`config.mk`:
```
export PLATFORM = sky130hd
export DESIGN_NAME = register_rename_map_core
export DESIGN_NICKNAME = d
export VERILOG_FILES = /design/src/rtl/rrm_pkg.sv /design/src/rtl/register_rename_map_core.sv
export SDC_FILE = /design/constraint.sdc
export NUM_CORES = 1
export LEC_CHECK = 0
export BUFFER_PORTS_ARGS = -buffer_cell sky130_fd_sc_hd__buf_4
export CAP_MARGIN = 0
export CORE_ASPECT_RATIO = 1.5
export CORE_UTILIZATION = 65
export CTS_BUF_LIST = sky130_fd_sc_hd__clkbuf_8
export DETAILED_ROUTE_END_ITERATION = 10
export GPL_ROUTABILITY_DRIVEN = 0
export PLACE_DENSITY = 0.8
export RECOVER_POWER = 100
export SETUP_SLACK_MARGIN = 0.5
export SLEW_MARGIN = 20
export SYNTH_ARGS = -nofsm -noshare
export SYNTH_HDL_FRONTEND = slang
export SYNTH_SLANG_ARGS = --single-unit
```
`constraint.sdc`:
```
create_clock -name clk -period 6.8 [get_ports clk]
set_input_delay 0.34 -clock clk [delete_from_list [all_inputs] [get_ports clk]]
set_output_delay 0.34 -clock clk [all_outputs]
set_load 0.1 [all_outputs]
```
`src/rtl/rrm_pkg.sv`:
```
`timescale 1ns / 1ps

package rrm_pkg;

  // fixed field widths of the item streams
  localparam int ARCH_REG_W = 6;
  localparam int PHYS_REG_W = 5;
  localparam int IN_DATA_W  = 8;
  localparam int OUT_DATA_W = 8;

  // number of distinct codes an arch_reg field can carry
  localparam int ARCH_CODES = 1 << ARCH_REG_W;

  // width of the widened physical index that the result is taken from
  localparam int PHYS_EXT_W = 9;

endpackage

```
`src/rtl/register_rename_map_core.sv`:
```
`timescale 1ns / 1ps

// Register rename map: every input item names an architected register (in_tdata) and
// whether the access writes it (in_tuser). The result item carries the physical register
// the access uses (out_tdata) and an exhaustion flag (out_tuser). Unmapped registers take
// the next free physical register first; a write then installs a further free register
// for later accesses while this access still reports the old one. Physical registers are
// handed out in ascending order from 0 and never returned. When the free list cannot
// cover an access, the result is register 0 with the flag set and nothing changes.
// Throughput is one item per cycle unless out_tready stalls the output. The map table is
// a synchronous memory read when an item is accepted and updated when the item leaves
// the second stage; a write to the entry the following item reads is forwarded around
// the memory. The mapped flags are flip-flops, so reset needs no clearing pass.
module register_rename_map_core
  import rrm_pkg::*;
#(
  parameter int ARCH_REGS = 64,
  parameter int PHYS_REGS = 32
) (
  input  logic                  clk,
  input  logic                  rst_n,
  // input items
  input  logic                  in_tvalid,
  output logic                  in_tready,
  input  logic [IN_DATA_W-1:0]  in_tdata,   // [5:0] arch_reg, [7:6] zero
  input  logic                  in_tuser,   // [0] write access flag
  // result items
  output logic                  out_tvalid,
  input  logic                  out_tready,
  output logic [OUT_DATA_W-1:0] out_tdata,  // [4:0] phys_reg, [7:5] zero
  output logic                  out_tuser   // [0] exhausted
);

  localparam int AW = $clog2(ARCH_REGS);
  localparam int PW = $clog2(PHYS_REGS);
  localparam int CW = $clog2(PHYS_REGS + 1);

  // arch_reg wrapped into the table range, one entry per input code
  function automatic logic [ARCH_CODES*AW-1:0] build_wrap();
    logic [ARCH_CODES*AW-1:0] t;
    int r;
    t = '0;
    r = 0;
    for (int i = 0; i < ARCH_CODES; i++) begin
      t[i*AW +: AW] = AW'(r);
      r = r + 1;
      if (r == ARCH_REGS) begin
        r = 0;
      end
    end
    return t;
  endfunction

  localparam logic [ARCH_CODES*AW-1:0] WRAP_TBL = build_wrap();

  // map table storage and mapped flags
  logic [PW-1:0]        map_mem [ARCH_REGS];
  logic [ARCH_REGS-1:0] map_vld_r;
  logic [ARCH_REGS-1:0] map_vld_nxt;

  // second stage: item whose map entry has been read
  logic          s1_vld_r, s1_vld_nxt;
  logic [AW-1:0] s1_idx_r;
  logic          s1_wr_r;
  logic [PW-1:0] rd_data_r;
  logic          fwd_hit_r;
  logic [PW-1:0] fwd_data_r;

  // free list as head and count
  logic [PW-1:0] head_r, head_nxt;
  logic [CW-1:0] free_cnt_r, free_cnt_nxt;

  // output register
  logic                  out_vld_r, out_vld_nxt;
  logic [PHYS_REG_W-1:0] out_phys_r;
  logic                  out_exh_r;

  logic          in_acc;
  logic [AW-1:0] in_idx;
  logic          s1_adv;
  logic          s1_mapped;
  logic [PW-1:0] s1_cur;
  logic [1:0]    s1_need;
  logic          s1_exh;
  logic          map_we;
  logic [PW-1:0] map_wdata;
  logic [PW-1:0] res_phys;
  logic [PW:0]   head_sum;
  logic [PHYS_EXT_W-1:0] res_ext;

  // handshake and stage advance
  assign s1_adv    = !out_vld_r || out_tready;
  assign in_tready = !s1_vld_r || s1_adv;
  assign in_acc    = in_tvalid && in_tready;
  assign in_idx    = WRAP_TBL[in_tdata[ARCH_REG_W-1:0]*AW +: AW];

  // rename decision for the item in the second stage
  always_comb begin
    s1_mapped = map_vld_r[s1_idx_r];
    s1_cur    = fwd_hit_r ? fwd_data_r : rd_data_r;
    s1_need   = {1'b0, !s1_mapped} + {1'b0, s1_wr_r};
    s1_exh    = free_cnt_r < CW'(s1_need);
    res_phys  = s1_mapped ? s1_cur : head_r;
    // second pop follows the first when both are needed
    if (s1_wr_r) begin
      map_wdata = s1_mapped ? head_r : PW'(head_r + PW'(1));
    end else begin
      map_wdata = head_r;
    end
    map_we   = s1_vld_r && s1_adv && !s1_exh && (s1_wr_r || !s1_mapped);
    head_sum = {1'b0, head_r} + (PW + 1)'(s1_need);
    res_ext  = PHYS_EXT_W'(res_phys);
  end

  // next state
  always_comb begin
    map_vld_nxt  = map_vld_r;
    head_nxt     = head_r;
    free_cnt_nxt = free_cnt_r;
    if (map_we) begin
      map_vld_nxt[s1_idx_r] = 1'b1;
      free_cnt_nxt = free_cnt_r - CW'(s1_need);
      if (head_sum >= (PW + 1)'(PHYS_REGS)) begin
        head_nxt = PW'(head_sum - (PW + 1)'(PHYS_REGS));
      end else begin
        head_nxt = head_sum[PW-1:0];
      end
    end
    s1_vld_nxt  = in_acc ? 1'b1 : (s1_adv ? 1'b0 : s1_vld_r);
    out_vld_nxt = s1_adv ? s1_vld_r : out_vld_r;
  end

  // control registers
  always_ff @(posedge clk) begin
    if (!rst_n) begin
      map_vld_r  <= '0;
      head_r     <= '0;
      free_cnt_r <= CW'(PHYS_REGS);
      s1_vld_r   <= 1'b0;
      out_vld_r  <= 1'b0;
      fwd_hit_r  <= 1'b0;
    end else begin
      map_vld_r  <= map_vld_nxt;
      head_r     <= head_nxt;
      free_cnt_r <= free_cnt_nxt;
      s1_vld_r   <= s1_vld_nxt;
      out_vld_r  <= out_vld_nxt;
      if (in_acc) begin
        fwd_hit_r <= map_we && (s1_idx_r == in_idx);
      end else if (s1_adv) begin
        // second stage empties, nothing left to forward to
        fwd_hit_r <= 1'b0;
      end
    end
  end

  // map table memory: read on accept, write back from the second stage
  always_ff @(posedge clk) begin
    if (map_we) begin
      map_mem[s1_idx_r] <= map_wdata;
    end
    if (in_acc) begin
      rd_data_r <= map_mem[in_idx];
    end
  end

  // payload registers
  always_ff @(posedge clk) begin
    if (in_acc) begin
      s1_idx_r   <= in_idx;
      s1_wr_r    <= in_tuser;
      fwd_data_r <= map_wdata;
    end
    if (s1_vld_r && s1_adv) begin
      out_phys_r <= s1_exh ? '0 : res_ext[PHYS_REG_W-1:0];
      out_exh_r  <= s1_exh;
    end
  end

  assign out_tvalid = out_vld_r;
  assign out_tdata  = OUT_DATA_W'(out_phys_r);
  assign out_tuser  = out_exh_r;

`ifndef SYNTHESIS
  // free count never exceeds the pool
  assert property (@(posedge clk) disable iff (!rst_n)
    32'(free_cnt_r) <= PHYS_REGS)
    else $error("free count above pool size");

  // head and count stay consistent while registers remain
  assert property (@(posedge clk) disable iff (!rst_n)
    (free_cnt_r == '0) || (32'(head_r) + 32'(free_cnt_r) == PHYS_REGS))
    else $error("free list head and count disagree");

  // an exhausted result reports register zero
  assert property (@(posedge clk) disable iff (!rst_n)
    (out_tvalid && out_tuser) |-> (out_tdata == '0))
    else $error("exhausted item carries a register");

  // forwarding only applies to an item held in the second stage
  assert property (@(posedge clk) disable iff (!rst_n)
    fwd_hit_r |-> s1_vld_r)
    else $error("forward flag without item");

  // an exhausted item leaves the free count untouched
  assert property (@(posedge clk) disable iff (!rst_n)
    (s1_vld_r && s1_adv && s1_exh) |=> $stable(free_cnt_r))
    else $error("state changed on exhaustion");
`endif

endmodule
```
==> metrics.txt <==
status=finished, violations left; failing checks=capacitance limit, slew limit; post-route cell area=18000 µm²; Die X=133 µm; Post-Syn Area=16800 µm²; CP Data Arrival Time=6.43 ns; Die Y=199 µm; Worst-Skew Late Latency=0.60 ns; CTS H-Tree Depth=2; Worst Setup Start Kind=flop; # rows=71; IO buf count=18; CP Capture Point=map_mem[20][3]$_DFFE_PP_; Worst Reg-to-Reg Cells=16; Synth Instances=912; grt ovf=0; hold path startpoint=out_tready; Compound-Gate Fraction of Synth Area=6.02%; Power Total=4.82 mW; cts bufs inserted=55; max-slew violation count=473; clk_skew=0.0154 ns; Boundary Pins=24; total wire length=33800 µm; Post-Synth Adder-Cell Area=0.760%; vias in the first global route=8846; DR DRC count=0; HPWL after DPL=21900 µm; fraction of layout cells with a size suffix above 1=19.9%; largest net degree at the start of global routing=83; Simple-Gate Fraction of Synth Area=4.61%; GRT Total Usage=26.7%; first-pass GRT wire length=51300 µm; initial antenna violation count=0; Avg WL per Cell=25.6 µm; Crit Path Max Fanout=21; clk slew on worst S/H paths=0.07 ns; final hold viol count=0; critical path class=reg2reg; area growth from synthesis to layout=7.26%; reg2reg setup slack=0.60 ns; drt initial violations=798; TritonCTS clock tree=yes; hold slack=0.115 ns; Final Setup Violations=0; #FFs+latches synth=421; CP startpoint=s1_idx_r[0]$_DFFE_PP_; n_diodes=0; Final Non-Filler Cells=1321; min-delay worst type=in2reg; combinational family with the most area after synthesis=multiplexers; reg-to-reg startpoint=s1_idx_r[0]$_DFFE_PP_; FF-to-FF End=map_mem[20][3]$_DFFE_PP_; pwr/cell area=268 nW/µm²; FMAX=161 MHz; Final period util=91.1%; XOR/XNOR Fraction of Synth Area=0.932%; Starting Density=66.5%; Nets=969; Cells after DPL=1213; die area=26500 µm²; fraction of registers with async set/reset=0%; peak supply drop=0.271 mV; mux contribution to synthesized area=14.8%; Most used DFF post-synth=edfxtp_1; required time of the critical path=7.04 ns; Post-synth EDFFs=343; CP endpoint kind=flop; Core Region=25200 µm²; Placed Area=17100 µm²; First-pass DRT Iterations=5; DRT antenna net count=0; Ys Warns=0; syn_area_per_cell=18.4 µm²; Root Buffer=clkbuf_8; leakage power=5.66 nW; Slew @ Worst Pin=5.10 ns; via-per-instance ratio=6.44; unrepaired setup endpoints after global routing=false; synth unique cells=60; via count=8512; max_slew headroom=-240%; setup TNS=0 ns; Clock Sinks=421; sequential cell area fraction in the yosys report=70.7%; Max-Cap Viols=11; CTS Buffer Depth=3; clock period minus final worst setup slack=6.20 ns
-- kinds of logic after synthesis --
| family | after synthesis |
|---|---|
| flip-flops | 421 |
| AND/OR/NAND/NOR | 150 |
| AO/OA/AOI/OAI | 125 |
| multiplexers | 121 |
| buffers and inverters | 68 |
| XOR/XNOR | 17 |
| adder cells (fa/ha/maj) | 9 |
| other | 1 |
-- placed cells by master, fill, tap and decap left out, types with 12 or more instances in the layout --
master,Yosys,final
mux4_2,100,100
nand2_1,20,20
o21a_1,65,65
a211oi_1,8,12
a221oi_1,12,12
clkbuf_1,20,20
nor2_1,70,70
nor2b_1,16,16
mux2i_1,15,15
inv_1,11,32
clkbuf_8,0,60
dfxtp_1,78,78
edfxtp_1,343,343
-- what timing repair did --
action / 4_1_cts / 5_1_grt
hold buffers: 3 / 0
hold endpoints to repair: 3 / 0
resized for setup: 0 / 0
setup buffers: 0 / 2
endpoints found under the setup margin: 0 / 171
-- cell type report --
type | count | area [µm²]
flip-flops and latches | 421 | 11900
fillers | 1545 | 7220
multi-input cells | 425 | 4500
clock buffers | 60 | 826
well taps | 328 | 410
clock inverters | 43 | 188
repair buffers | 31 | 166
inverters | 13 | 50.0
-- power by group --
part / switching (mW) / leakage [nW] / total, mW / internal [mW]
clock network: 0.881 / 0.604 / 1.70 / 0.817
logic: 0.187 / 1.46 / 0.284 / 0.0974
registers: 0.0197 / 3.60 / 2.84 / 2.82
-- state kept, by name, summed over array words and instances (netlist names) --
signal,cells
free_cnt_r,6
fwd_data_r,5
fwd_hit_r,1
head_r,5
map_mem,320
map_vld_r,64
out_phys_r,5
out_tuser,1
out_tvalid,1
rd_data_r,5
s1_idx_r,6
s1_vld_r,1
s1_wr_r,1
-- metrics by stage --
| stage | utilization [%] | setup WS, ns |
|---|---|---|
| 6_report | 71.4 | 0.603 |
| 5_1_grt | 71.4 | 0.439 |
| 4_1_cts | 72.0 | 0.714 |
| 3_5_place_dp | 67.8 | 0.769 |
| 3_3_place_gp | 67.8 | 0.924 |
| 2_1_floorplan | - | 2.41 |
-- synth_stat cells, types with 2 or more instances --
library cell / instances / area, µm²
mux2_4: 4 / 60.1
buf_2: 15 / 75.1
o21a_1: 65 / 488
xor2_1: 7 / 61.3
nor4_4: 2 / 42.5
a211oi_1: 8 / 60.1
nor2_1: 70 / 263
or3_1: 2 / 12.5
and2b_1: 2 / 15.0
dfxtp_1: 78 / 1560
mux4_2: 100 / 2250
ha_1: 7 / 87.6
nand2_1: 20 / 75.1
nand3b_1: 3 / 22.5
or3b_2: 2 / 17.5
and2_1: 9 / 56.3
o211a_1: 3 / 30.0
o22ai_1: 5 / 31.3
and3_1: 4 / 25.0
nand4_1: 3 / 18.8
a21oi_1: 7 / 35.0
buf_6: 8 / 90.1
clkbuf_1: 20 / 75.1
nor2b_1: 16 / 100
inv_1: 11 / 41.3
fa_1: 2 / 40.0
buf_4: 8 / 60.1
a211oi_2: 5 / 62.6
xnor2_1: 9 / 78.8
mux2_2: 2 / 22.5
a221oi_1: 12 / 105
buf_1: 3 / 11.3
a221o_1: 2 / 20.0
o21ai_0: 2 / 10.0
nand2b_1: 4 / 25.0
nand3_1: 4 / 20.0
mux2i_1: 15 / 150
nand3_2: 2 / 20.0
edfxtp_1: 343 / 10300
nor3_1: 3 / 15.0
a32o_1: 3 / 30.0
o2bb2ai_1: 2 / 17.5
o22a_1: 3 / 26.3
-- worst min path at each step --
| stage | to | slack, ns | depth (start not counted) |
|---|---|---|---|
| 5_1_grt | out_tvalid$_SDFFE_PN0P_ | 0.12 | 3 |
| 3_5_place_dp | map_vld_r[20]$_SDFFE_PN0N_ | 0.45 | 1 |
| 3_3_place_gp | map_vld_r[3]$_SDFFE_PN0N_ | 0.45 | 1 |
| 4_1_cts | out_tvalid$_SDFFE_PN0P_ | 0.09 | 3 |
| 2_1_floorplan | map_vld_r[31]$_SDFFE_PN0N_ | 0.43 | 1 |
| 6_report | out_tvalid$_SDFFE_PN0P_ | 0.12 | 3 |
-- routing by layer --
layer  vias up  track usage, %  part of all wire, %
met5         -               0                    0
met2       365            47.5                   53
met3        92            3.87                  5.9
li1       3700               -                    -
met1      4355            31.7                   36
met4         0            13.9                  4.6
-- critical path, stage by stage, from the launching register on --
cell        delay, ns
edfxtp_1         0.69
and2_0           0.47
a221o_1          0.45
a21oi_1          0.20
o22ai_1          0.14
nor4_4           0.28
buf_4            0.23
clkinvlp_2       0.23
ha_1             0.38
ha_1             0.24
fa_1             0.42
nand2b_1         0.17
nor4_4           0.08
or3_1            0.48
nor2_1           0.28
nand2_1          0.37
nor2_1           0.69
Note: power is estimated with default switching activity, not from simulation.
